**src/rtl/core/fatc_pkg.sv**
```systemverilog
// Shared types and codes for the FAT12 file read address engine.
// Holds item kinds, status codes, register slots, the descriptor record,
// and the sequencer state encoding. No dependencies.
`timescale 1ns / 1ps
`default_nettype none

package fatc_pkg;

  typedef enum logic [1:0] {
    KIND_LOAD  = 2'd0,
    KIND_OPEN  = 2'd1,
    KIND_READ  = 2'd2,
    KIND_CLOSE = 2'd3
  } kind_t;

  localparam logic [2:0] ST_OK        = 3'd0;
  localparam logic [2:0] ST_EOF       = 3'd1;
  localparam logic [2:0] ST_END_CHAIN = 3'd2;
  localparam logic [2:0] ST_BAD_DESC  = 3'd3;
  localparam logic [2:0] ST_NO_FREE   = 3'd4;

  localparam logic [1:0] REG_BYTES_PER_SECTOR    = 2'd0;
  localparam logic [1:0] REG_SECTORS_PER_CLUSTER = 2'd1;
  localparam logic [1:0] REG_DATA_REGION_START   = 2'd2;

  localparam logic [12:0] BPS_RESET = 13'd512;
  localparam logic [6:0]  SPC_RESET = 7'd1;
  localparam logic [24:0] DRS_RESET = 25'd16896;

  localparam logic [11:0] CHAIN_END_MIN = 12'hFF8;

  typedef struct packed {
    logic [11:0] cluster;
    logic [18:0] offset;
    logic [31:0] bytes_done;
    logic [31:0] size;
  } desc_t;

  typedef struct packed {
    logic rd;
    logic wr;
    logic use_set;
    logic use_clr;
  } desc_op_t;

  typedef struct packed {
    logic        en;
    logic [12:0] idx;
    logic [7:0]  data;
  } fat_wr_t;

  typedef enum logic [5:0] {
    S_IDLE = 6'b000001,
    S_DESC = 6'b000010,
    S_FAT  = 6'b000100,
    S_MUL  = 6'b001000,
    S_WB   = 6'b010000,
    S_RES  = 6'b100000
  } state_t;

endpackage

`default_nettype wire

```
**src/rtl/core/fatc_desc_mem.sv**
```systemverilog
// Descriptor record memory with one in-use flag per descriptor.
// Records are valid only while their flag is set; flags clear on reset.
// Depends on fatc_pkg.
`timescale 1ns / 1ps
`default_nettype none

module fatc_desc_mem #(
  parameter int NUM_DESCRIPTORS = 8,
  parameter int DW = 3
) (
  input  wire logic               clk,
  input  wire logic               rst,
  input  wire fatc_pkg::desc_op_t op,
  input  wire logic [DW-1:0]      idx,
  input  wire fatc_pkg::desc_t    wr_data,
  output fatc_pkg::desc_t         rd_data,
  output logic                    rd_in_use,
  output logic                    free_found,
  output logic [DW-1:0]           free_idx
);

  fatc_pkg::desc_t mem [NUM_DESCRIPTORS];
  logic [NUM_DESCRIPTORS-1:0] in_use;

  always_ff @(posedge clk) begin
    if (op.wr) begin
      mem[idx] <= wr_data;
    end
    if (op.rd) begin
      rd_data   <= mem[idx];
      rd_in_use <= in_use[idx];
    end
  end

  always_ff @(posedge clk) begin
    if (rst) begin
      in_use <= '0;
    end else begin
      if (op.use_set) begin
        in_use[idx] <= 1'b1;
      end
      if (op.use_clr) begin
        in_use[idx] <= 1'b0;
      end
    end
  end

  // lowest free slot wins
  always_comb begin
    free_found = 1'b0;
    free_idx   = '0;
    for (int i = NUM_DESCRIPTORS - 1; i >= 0; i--) begin
      if (!in_use[i]) begin
        free_found = 1'b1;
        free_idx   = DW'(i);
      end
    end
  end

endmodule

`default_nettype wire

```
**config.mk**
```make
export PLATFORM = sky130hd
export DESIGN_NAME = fatc_desc_mem
export DESIGN_NICKNAME = d
export VERILOG_FILES = /design/src/rtl/core/fatc_pkg.sv /design/src/rtl/core/fatc_desc_mem.sv
export SDC_FILE = /design/constraint.sdc
export NUM_CORES = 1
export LEC_CHECK = 0
export BUFFER_PORTS_ARGS = -buffer_cell sky130_fd_sc_hd__clkbuf_2
export CAP_MARGIN = 0
export CORE_ASPECT_RATIO = 0.75
export CORE_UTILIZATION = 60
export CTS_CLUSTER_DIAMETER = 30
export DETAILED_ROUTE_END_ITERATION = 16
export PLACE_DENSITY = 0.9
export SKIP_CTS_REPAIR_TIMING = 1
export SYNTH_ARGS = -nofsm -noshare
export SYNTH_HDL_FRONTEND = slang
export SYNTH_SLANG_ARGS = --single-unit
```
**constraint.sdc**
```tcl
create_clock -name clk -period 8.2 [get_ports clk]
set_clock_uncertainty 0.05 [all_clocks]
set_input_delay 0.41 -clock clk [delete_from_list [all_inputs] [get_ports clk]]
set_output_delay 0.41 -clock clk [all_outputs]
set_load 0.01 [all_outputs]
```
==> summary.md <==
| Metric | Value |
|---|---|
| Worst-path maximum fanout | `90` |
| Antenna violations before repair | `18` |
| Clock Power Share | `0.473` |
| Post-synthesis mux area share | `0.106` |
| Clk buf depth | `3` |
| Min-Delay Endpoint | `mem[4][70]` |
| Post-place setup slack | `between 3 and 4 ns` |
| Reg clk slew, reported paths | `0.05 ns` |
| Total track usage | `0.290` |
| Horizontal die dimension | `269 um` |
| Count of flip-flops with a built-in enable after synthesis | `856` |
| Critical Path Sink Type | `register` |
| Critical path, cell by cell | `clkbuf_8 > nand2b_1 > nor2_4 > buf_4 > buf_4` |
| Number of warnings printed during yosys synthesis | `0` |
| Remaining DRCs | `0` |
| Family with the most delay on the worst path | `buffers and inverters` |
| Required arrival time at the worst endpoint | `roughly 8.4 ns` |
| Final period utilization | `0.454` |
| Slew of the pin with the lowest slew margin | `between 1 and 1.5 ns` |
| Net switching power | `0.00238 W` |
| Logic gate share of total power | `0.050` |
| Worst setup path category | `primary input to register` |
| Core Box Area | `0.0521 mm2` |
| Total of endpoints with negative setup slack in the final report | `0` |
| Number of slew-limit violations in the final report | `0` |
| Growth of design area from synthesis to finish | `19.0%` |
| Largest net degree at the start of global routing | `91` |
| Area fraction in compound gates after synthesis | `0.0588` |
| Clock latency of the later-clocked register in the worst-skew pair | `0.67 ns` |
| Placement-stage cell area | `0.0337 mm2` |
| Post-synthesis share of cell area spent on full adders, half adders and majority gates | `0` |
| Peak VDD IR | `0.163 mV` |
| Routed wirelength normalized by instance count | `just under 30 um` |
| Clock period minus final worst setup slack | `around 3.7 ns` |
| Final instance area | `0.0381 mm2` |
| Worst-case hold slack | `-0.00834 ns` |
| Areal power density over the cells | `281 mW/mm2` |
| Total negative slack | `0 ns` |
| Hold Crit Class | `primary input to register` |
| Proportion of total power due to net switching | `0.222` |
| Filler cells | `2716` |
| Buffers added on ports | `203` |
| Maximum capacitance violations | `0` |
| Number of failing hold endpoints at the final stage | `33` |
| Most repeated library cell on the critical path | `sky130_fd_sc_hd__buf_4` |
| Vertical extent of the die | `202 um` |
| Placer Congestion | `0.787` |
| Critical path launch point type | `primary input` |
| Post-synth cell types | `46` |
| Number of H-tree levels | `3` |
| Register bit count reported by yosys | `864` |
| Detailed Routing Iterations Pass 1 | `6` |
| Most frequent cells after synthesis | `856 x sky130_fd_sc_hd__edfxtp_1, 90 x sky130_fd_sc_hd__mux2i_1, 78 x sky130_fd_sc_hd__mux4_2` |
| Via count of the first global-routing pass | `17.3k` |
| Utilization after layout | `0.731` |
| CTS tree | `yes` |
| Count of routing violations after the opening detailed-route iteration | `approximately 2.5k` |
| Die Area | `~0.054 mm2` |
| Dominant combinational cell family by area after synthesis | `multiplexers` |
| Violated checks | `negative hold slack` |
| Starting density of the core | `0.614` |
| Worst flop-to-flop path startpoint | `mem[1][13]` |
| Status | `finished with violations` |
| Worst r2r dst | `rd_data[13]` |
| Xor and xnor fraction of the mapped netlist area | `0` |
| Total placed cells including tap cells | `approximately 2.4k` |
| Main synth FF type | `sky130_fd_sc_hd__edfxtp_1` |
| Largest incremental delay on the critical path | `0.75 ns` |
| Share of layout cells above drive strength 1 | `0.300` |
| Num CTS Buffers | `116` |
| Cells on Worst Hold Path | `1` |
| Final cell count without fillers | `2630` |
| Worst min-delay path startpoint | `wr_data[70]` |
| Post-route setup slack | `4.48 ns` |
| Internal Power | `0.00833 W` |
| # nets final | `1918` |
| Top Ports | `204` |
| Synth Area per Inst | `21.1 um2` |
| Cell taking the most area after synthesis | `sky130_fd_sc_hd__edfxtp_1` |
| Area share of the largest cell type after synthesis | `0.804` |
| Remaining global-route overflow | `0` |
| Root buf cell | `sky130_fd_sc_hd__clkbuf_16` |
| Per-cell via count in the routed design | `6.60` |
| Worst setup slack for register-to-register paths | `about 6.6 ns` |
| Synth Instances | `1515` |
| Arrival time at the worst endpoint | `a little under 4 ns` |
| Cell types with the largest area share after synthesis | `sky130_fd_sc_hd__edfxtp_1 80%, sky130_fd_sc_hd__mux4_2 5.5%, sky130_fd_sc_hd__mux2i_1 2.8%` |
| Leak pwr | `12.8 nW` |
| Sequential share of the synthesized area | `0.809` |
| Slowest-stage cell, CP | `sky130_fd_sc_hd__clkbuf_8` |
| RSZ-0062 raised after global routing | `false` |
| Post-synth net total | `1619` |
| Headroom to the max-slew limit | `0.167` |
| Async set-reset flop share out of synthesis | `0` |
| Number of rows created at floorplan | `72` |
| Crit path buf inv count | `3` |
| Antenna-violating nets left | `0` |
| Total detailed-routing wirelength | `77800 um` |
| Most common cell in the netlist | `sky130_fd_sc_hd__edfxtp_1` |
| Post-detailed-placement half-perimeter wirelength | `39200 um` |
| Number of clock sinks | `864` |
| Wire length of the first global-routing pass | `113000 um` |
| Post-synthesis instance area | `0.0320 mm2` |
| Vias after detailed routing | `17.4k` |
| Fraction of power consumed by sequential logic | `0.477` |
| Timing-limited maximum frequency | `269 MHz` |
| Simple-Gate Fraction of Synth Area | `0.0106` |
| Path depth of the worst reg2reg path | `3` |
[placed cells by master (no fill, tap or decap), types with 22 or more instances in the layout]
cell                            netlist  layout
sky130_fd_sc_hd__a21oi_1             30      30
sky130_fd_sc_hd__a221oi_1            48      48
sky130_fd_sc_hd__a22o_1              22      22
sky130_fd_sc_hd__a22oi_1             41      41
sky130_fd_sc_hd__buf_4               15      26
sky130_fd_sc_hd__clkbuf_16            0     117
sky130_fd_sc_hd__clkbuf_2             0     199
sky130_fd_sc_hd__dlygate4sd3_1        0      38
sky130_fd_sc_hd__edfxtp_1           856     856
sky130_fd_sc_hd__mux2_2              51      51
sky130_fd_sc_hd__mux2i_1             90      90
sky130_fd_sc_hd__mux4_2              78      78
sky130_fd_sc_hd__o21ai_1             36      36
sky130_fd_sc_hd__o22ai_1             29      29
[worst register-to-register path, stage by stage (launching register included)]
cell and delay [ns]:
sky130_fd_sc_hd__edfxtp_1 0.37, sky130_fd_sc_hd__mux2_1 0.29, sky130_fd_sc_hd__a221oi_1 0.31, sky130_fd_sc_hd__o22ai_1 0.26
[layout make-up]
type                    instances  area (um2)  area share
multi-input cells             561        5690       0.149
well taps                     703         880      0.0231
clock inverters                88         927      0.0244
inverters                       5        18.8    0.000493
flip-flops and latches        864       25900       0.680
diodes                         11        27.5    0.000723
repair buffers                266        1610      0.0423
clock buffers                 132        3040      0.0800
[stage by stage]
stage | power (W) | hold slack [ns]
global route | 0.0110 | -0.0125
finish | 0.0107 | -0.00834
CTS | 0.0107 | -0.0463
floorplan | 0.00546 | 0.457
detailed placement | 0.00569 | 0.506
global placement | 0.00565 | 0.476
[registers in the layout, indices dropped and copies added, names as in the netlist]
register   count
rd_in_use      1
rd_data       95
mem          760
in_use         8
[kinds of logic (layout without fill, tap and decap cells)]
logic type | Yosys count | count (layout)
compound gates | 260 | 260
other cells | 0 | 11
simple gates | 67 | 67
buf+inv | 90 | 491
flops | 864 | 864
mux | 234 | 234
[routing by layer]
layer,vias to the layer above,track usage,share of wire
li1,7031,-,-
met1,8845,0.399,0.37
met2,1295,0.458,0.49
met3,182,0.0725,0.12
met4,12,0.0964,0.027
met5,-,0,0.00087
[power by group through the flow]
stage,Clock [W],Combinational [W],Sequential (W)
6_report,0.00507,0.000531,0.00511
4_1_cts,0.00510,0.000513,0.00511
3_3_place_gp,0,0.000474,0.00518
3_5_place_dp,0,0.000496,0.00519
5_1_grt,0.00529,0.000561,0.00512
2_1_floorplan,0,0.000265,0.00520
[worst max path at each step]
| stage | depth (start not counted) | end | from |
|---|---|---|---|
| after floorplan | 6 | mem[4][0] | idx[2] |
| after global routing | 5 | mem[6][84] | idx[1] |
| final | 5 | mem[6][84] | idx[1] |
| after global placement | 5 | mem[6][21] | idx[1] |
| after detailed placement | 5 | mem[6][29] | idx[1] |
| after CTS | 5 | mem[6][84] | idx[1] |
Note: power is estimated with default switching activity, not from simulation.
